`src/design/esc_pkg.sv`:
```
package esc_pkg;

	// Pipeline depths (register stages)
	localparam int TEMP_LAT  = 6;
	localparam int PRE_LAT   = 7;
	localparam int DIV_BITS  = 64;
	localparam int DIV_LAT   = DIV_BITS + 2;
	localparam int POST_LAT  = 8;
	localparam int PRESS_LAT = PRE_LAT + DIV_LAT + POST_LAT;
	localparam int HUM_CORE  = 12;
	localparam int HUM_PAD   = PRESS_LAT - HUM_CORE;
	localparam int TOTAL_LAT = TEMP_LAT + PRESS_LAT;

	typedef enum logic [2:0] {
		REG_TEMP_CAL   = 3'd0,
		REG_PRESS_LOW  = 3'd1,
		REG_PRESS_HIGH = 3'd2,
		REG_MIXED_CAL  = 3'd3,
		REG_HUM_CAL    = 3'd4
	} reg_idx_t;

	localparam logic [23:0]        SENT_24      = 24'h800000;
	localparam logic [15:0]        SENT_16      = 16'h8000;
	localparam logic signed [33:0] TF_PRESS_OFS = 34'sd128000;
	localparam logic signed [31:0] TF_HUM_OFS   = 32'sd76800;
	localparam logic signed [63:0] C_2P47       = 64'sd140737488355328;
	localparam logic signed [63:0] C_3125       = 64'sd3125;
	localparam logic [20:0]        C_2P20       = 21'd1048576;
	localparam logic signed [31:0] HUM_MAX      = 32'sd419430400;
	localparam logic signed [63:0] P_MAX        = 64'sd549755813887;
	localparam logic signed [63:0] P_MIN        = -64'sd549755813888;

	typedef struct packed {
		logic [15:0]        t1;
		logic signed [15:0] t2;
		logic signed [15:0] t3;
		logic [15:0]        p1;
		logic signed [15:0] p2;
		logic signed [15:0] p3;
		logic signed [15:0] p4;
		logic signed [15:0] p5;
		logic signed [15:0] p6;
		logic signed [15:0] p7;
		logic signed [15:0] p8;
		logic signed [15:0] p9;
		logic [7:0]         h1;
		logic signed [15:0] h2;
		logic [7:0]         h3;
		logic signed [11:0] h4;
		logic signed [11:0] h5;
		logic signed [7:0]  h6;
	} cal_t;

	typedef struct packed {
		logic [19:0] rp20;
		logic        pdis;
		logic [15:0] rh;
		logic        hdis;
	} raw_side_t;

	typedef struct packed {
		logic signed [31:0] tf;
		logic               tv;
		logic [23:0]        temp;
		raw_side_t          side;
	} tout_t;

	typedef struct packed {
		logic tv;
		logic pdis;
		logic zero;
	} ptag_t;

	typedef struct packed {
		logic [23:0] temp;
		logic        tv;
		logic [16:0] hum;
		logic        hv;
	} hres_t;

	// Signed divide by 2**k, truncating toward zero
	function automatic logic signed [31:0] sdiv32(input logic signed [31:0] x,
		input int unsigned k);
		logic [31:0] bias;
		bias = x[31] ? ((32'd1 << k) - 32'd1) : 32'd0;
		return (x + $signed(bias)) >>> k;
	endfunction

	function automatic logic signed [63:0] sdiv64(input logic signed [63:0] x,
		input int unsigned k);
		logic [63:0] bias;
		bias = x[63] ? ((64'd1 << k) - 64'd1) : 64'd0;
		return (x + $signed(bias)) >>> k;
	endfunction

endpackage

```
`src/design/esc_temp.sv`:
```
module esc_temp import esc_pkg::*; (
	input  logic        clk,
	input  logic        en,
	input  cal_t        cal,
	input  logic [23:0] raw_temperature,
	input  logic [23:0] raw_pressure,
	input  logic [15:0] raw_humidity,
	output tout_t       tout
);

	logic signed [31:0] v1a_s1, v2a_s1;
	logic               tdis_s1, tdis_s2, tdis_s3, tdis_s4;
	raw_side_t          side_s1, side_s2, side_s3, side_s4, side_s5;
	logic signed [31:0] m1_s2, sq_s2;
	logic signed [31:0] v1_s3, v2b_s3;
	logic signed [31:0] v1_s4, m3_s4;
	logic signed [31:0] tf_s5;
	logic               tv_s5;
	logic signed [31:0] tf_c, t5_c, tq_c;

	assign tf_c = v1_s4 + sdiv32(m3_s4, 14);
	assign t5_c = (tf_s5 <<< 2) + tf_s5 + 32'sd128;
	assign tq_c = sdiv32(t5_c, 8);

	always_ff @(posedge clk) begin
		if (en) begin
			v1a_s1       <= $signed({15'b0, raw_temperature[23:7]}) - $signed({15'b0, cal.t1, 1'b0});
			v2a_s1       <= $signed({16'b0, raw_temperature[23:8]}) - $signed({16'b0, cal.t1});
			tdis_s1      <= (raw_temperature == SENT_24);
			side_s1.rp20 <= raw_pressure[23:4];
			side_s1.pdis <= (raw_pressure == SENT_24);
			side_s1.rh   <= raw_humidity;
			side_s1.hdis <= (raw_humidity == SENT_16);

			m1_s2   <= v1a_s1 * cal.t2;
			sq_s2   <= v2a_s1 * v2a_s1;
			tdis_s2 <= tdis_s1;
			side_s2 <= side_s1;

			v1_s3   <= sdiv32(m1_s2, 11);
			v2b_s3  <= sdiv32(sq_s2, 12);
			tdis_s3 <= tdis_s2;
			side_s3 <= side_s2;

			v1_s4   <= v1_s3;
			m3_s4   <= v2b_s3 * cal.t3;
			tdis_s4 <= tdis_s3;
			side_s4 <= side_s3;

			tf_s5   <= tf_c;
			tv_s5   <= ~tdis_s4 & (tf_c != -32'sd1);
			side_s5 <= side_s4;

			tout.tf   <= tf_s5;
			tout.tv   <= tv_s5;
			tout.temp <= tv_s5 ? tq_c[23:0] : 24'd0;
			tout.side <= side_s5;
		end
	end

endmodule

```
`config.mk`:
```
export PLATFORM = sky130hd
export DESIGN_NAME = esc_temp
export DESIGN_NICKNAME = d
export VERILOG_FILES = /design/src/design/esc_pkg.sv /design/src/design/esc_temp.sv
export SDC_FILE = /design/constraint.sdc
export NUM_CORES = 2
export LEC_CHECK = 0
export BUFFER_PORTS_ARGS = -buffer_cell sky130_fd_sc_hd__buf_2
export CAP_MARGIN = 10
export CORE_ASPECT_RATIO = 1.25
export CORE_UTILIZATION = 30
export DETAILED_ROUTE_END_ITERATION = 8
export SLEW_MARGIN = 25
export SYNTH_ARGS = -nofsm -noshare
export SYNTH_HDL_FRONTEND = slang
export SYNTH_SLANG_ARGS = --single-unit
```
`constraint.sdc`:
```
create_clock -name clk -period 8.1 [get_ports clk]
set_input_delay 0 -clock clk [delete_from_list [all_inputs] [get_ports clk]]
set_output_delay 0 -clock clk [all_outputs]
set_load 0.01 [all_outputs]
```
==> qor.txt <==
status: complete, no violations
Avg Cell Area, Syn: 10.9 µm²
register area share after synthesis: 27.1%
Synth top area share: 33.0%
Via-to-Cell Ratio: 4.49
DR iter-0 viols: 1559
Period minus WS final: 7.61 ns
reg-to-reg startpoint: v1a_s1[8]$_DFFE_PP_
final wirelength: 112 mm
num rows: 171
CP peak stage delay: 0.59 ns
Reg clk slew, reported paths: 0.07 ns
top cells by area, synth: fa_1, edfxtp_1, ha_1
CTS tree: yes
Tcrit/Tclk final: 93.9%
top_reg_cell synth: edfxtp_1
Crit. End Element: flop
Area Growth Syn to Fin: 11.7%
worst-margin pin slew: 1.03 ns
unrepaired setup endpoints after global routing: false
antenna viol nets, final: 0
# setup viols final: 0
Clock Latency Late Sink: 0.65 ns
WHS Path Cells: 5
die height: 471 µm
setup TNS: 0 ns
post-synth cell types: 79
final setup skew: 0.0513 ns
H-tree depth: 2
dominant cell type by area after synthesis: fa_1
total gr overflow: 0
Required @ worst endpoint: 8.44 ns
Max-slew headroom: 30.7%
total number of vias: 33538
mapped cell area: 0.0528 mm²
Setup Slack @ Placement: 0.507 ns
Cell Area, Placed: 0.0565 mm²
num ports: 417
Final Hold Vio Count: 0
root buffer cell: clkbuf_16
Max-cap violations: 0
Slowest-stage cell, CP: edfxtp_1
Final WS setup: 0.494 ns
Layout Nets: 6716
DRT Pass-1 Iters: 5
Post-Syn Instances: 4856
CP Data Arrival Time: 7.95 ns
fin. max-slew vios: 0
most used cell along the critical path: fa_1
GR Util All Layers: 12.9%
Critical Path Start Type: flop
R2R setup slack: 0.49 ns
worst setup path startpoint: v1a_s1[8]$_DFFE_PP_
Yosys Warn Count: 0
R2R cell count: 25
WL/cell: 15.0 µm
number of synthesized flops with an enable pin: 477
Final Cell Area: 0.0590 mm²
TritonCTS Buffers: 50
Max Freq: 131 MHz
I/O Buffers: 208
largest net degree at the start of global routing: 173
kind of critical path: flop to flop
share of layout cells above drive strength 1: 6.86%
global-route wire length before repair: 185 mm
DIE AREA: 0.178 mm²
worst-case clock buffer depth: 3
die width: 377 µm
asr flop ratio synth: 0%
GPL Wtd Cong: 0.859
Post-DP HPWL: 91.7 mm
FF-to-FF End: sq_s2[31]$_DFFE_PP_
clock sink count: 477
worst min-delay path class: input port to flop
Starting Density: 30.3%
end point of the critical path: sq_s2[31]$_DFFE_PP_
vias in the first global route: 36373
core region area: 0.174 mm²
syn nets: 6480
DR DRC count: 0
Synth Register Bits: 477
initial antenna violation count: 12
Crit Path Max Fanout: 9
==> layer usage <==
metal / global-route usage (%) / wire, µm
met3: 2.04 / 5300
met1: 16.4 / 47900
met4: 3.45 / 2920
met5: 0 / 77
met2: 22.8 / 56100
==> cell usage in the layout (no fill, tap or decap), drive strengths merged, types with 9 or more instances in the layout <==
cell / Yosys / layout
and3: 21 / 21
ha: 430 / 430
dlygate4sd3: 0 / 85
a21oi: 118 / 118
nor4: 15 / 15
or3: 13 / 13
o211ai: 11 / 11
and4: 10 / 10
fa: 872 / 872
and2: 345 / 345
nand2b: 35 / 35
a211oi: 17 / 17
nor2: 154 / 154
xnor2: 206 / 206
clkinv: 2 / 27
inv: 1064 / 1068
o31ai: 11 / 11
a21o: 52 / 52
a31oi: 9 / 9
nand4: 26 / 26
o21a: 36 / 36
edfxtp: 477 / 477
xor2: 68 / 68
o21bai: 18 / 18
nand2: 444 / 444
o21ai: 67 / 67
clkbuf: 140 / 57
nor2b: 21 / 21
nor3: 30 / 30
nand3: 32 / 32
buf: 12 / 251
==> worst min path at each step <==
stage                                 from                     to
after floorplan            raw_humidity[9]  side_s1[10]$_DFFE_PP_
after global placement     raw_pressure[9]  side_s1[23]$_DFFE_PP_
after detailed placement   raw_pressure[9]  side_s1[23]$_DFFE_PP_
after CTS                         cal[244]    v1a_s1[5]$_DFFE_PP_
after global routing      raw_pressure[20]  side_s1[34]$_DFFE_PP_
final                             cal[252]   v1a_s1[14]$_DFFE_PP_
==> metrics by stage <==
step | utilization, % | hold slack (ns) | instances
floorplan | - | 0.0989 | 4856
global placement | 32.4 | 0.195 | 7289
detailed placement | 32.4 | 0.209 | 7289
CTS | 33.8 | 0.0149 | 7465
global route | 33.8 | 0.0944 | 7467
finish | 33.9 | 0.0726 | 7468
==> logic make-up after synthesis <==
group,after synthesis,synth area share [%]
flops,477,27.1
buf+inv,1218,8.73
xor+xnor,274,4.54
fa+ha+maj,1302,43.2
simple gates,1175,11.1
mux,2,0.0403
compound gates,408,5.20
==> sequential cells by signal (all words and copies together), names as in the netlist <==
signal and cells:
tdis_s3 1, side_s3 38, side_s2 38, m3_s4 32, tout 85, tdis_s4 1
v1a_s1 18, m1_s2 32, v2b_s3 20, v1_s3 21, v1_s4 21, tdis_s1 1
sq_s2 31, tdis_s2 1, tf_s5 22, tv_s5 1, side_s1 38, side_s5 38
side_s4 38
==> final cells by class <==
type                    count  area, µm²
fillers                 17527     115000
multi-input cells        3161      33900
flip-flops and latches    477      14300
inverters                1066       4000
well taps                2335       2920
repair buffers            336       2270
clock buffers              57       1280
clock inverters            34        339
diodes                      2       5.00
==> worst max-delay path, delay by kind of cell, from the launching register on <==
kind | cells | cell delay [ns]
buf+inv | 6 | 0.58
xor+xnor | 1 | 0.13
simple gates | 3 | 0.52
flops | 1 | 0.59
compound gates | 6 | 1.25
fa+ha+maj | 9 | 4.26
==> synth_stat cells (all sizes together), types with 4 or more instances <==
library cell     n
a2111oi          4
nor3            30
a31oi            9
fa             872
and3            21
a21boi           4
o21ai           67
or3             13
nand2b          35
xor2            68
a21o            52
and4            10
a211oi          17
o41ai            4
a31o             8
o31a             4
a41oi            8
or2              7
nor4            15
a211o            5
o211ai          11
nand2          444
edfxtp         477
nor4b            5
nand3b           4
nor2b           21
inv           1064
nor2           154
xnor2          206
o31ai           11
clkbuf         140
nand3           32
o21a            36
nand4           26
ha             430
a21oi          118
and2           345
o21bai          18
buf             12
o311ai           4
==> what timing repair did <==
item | 4_1_cts | 5_1_grt
buffers inserted | 0 | 0
endpoints found under the hold margin | 60 | 0
gates resized for setup | 0 | 0
hold buffers | 85 | 0
Power is not shown: default switching activity piles up to over one toggle a cycle in this logic, so the estimate is an artifact.
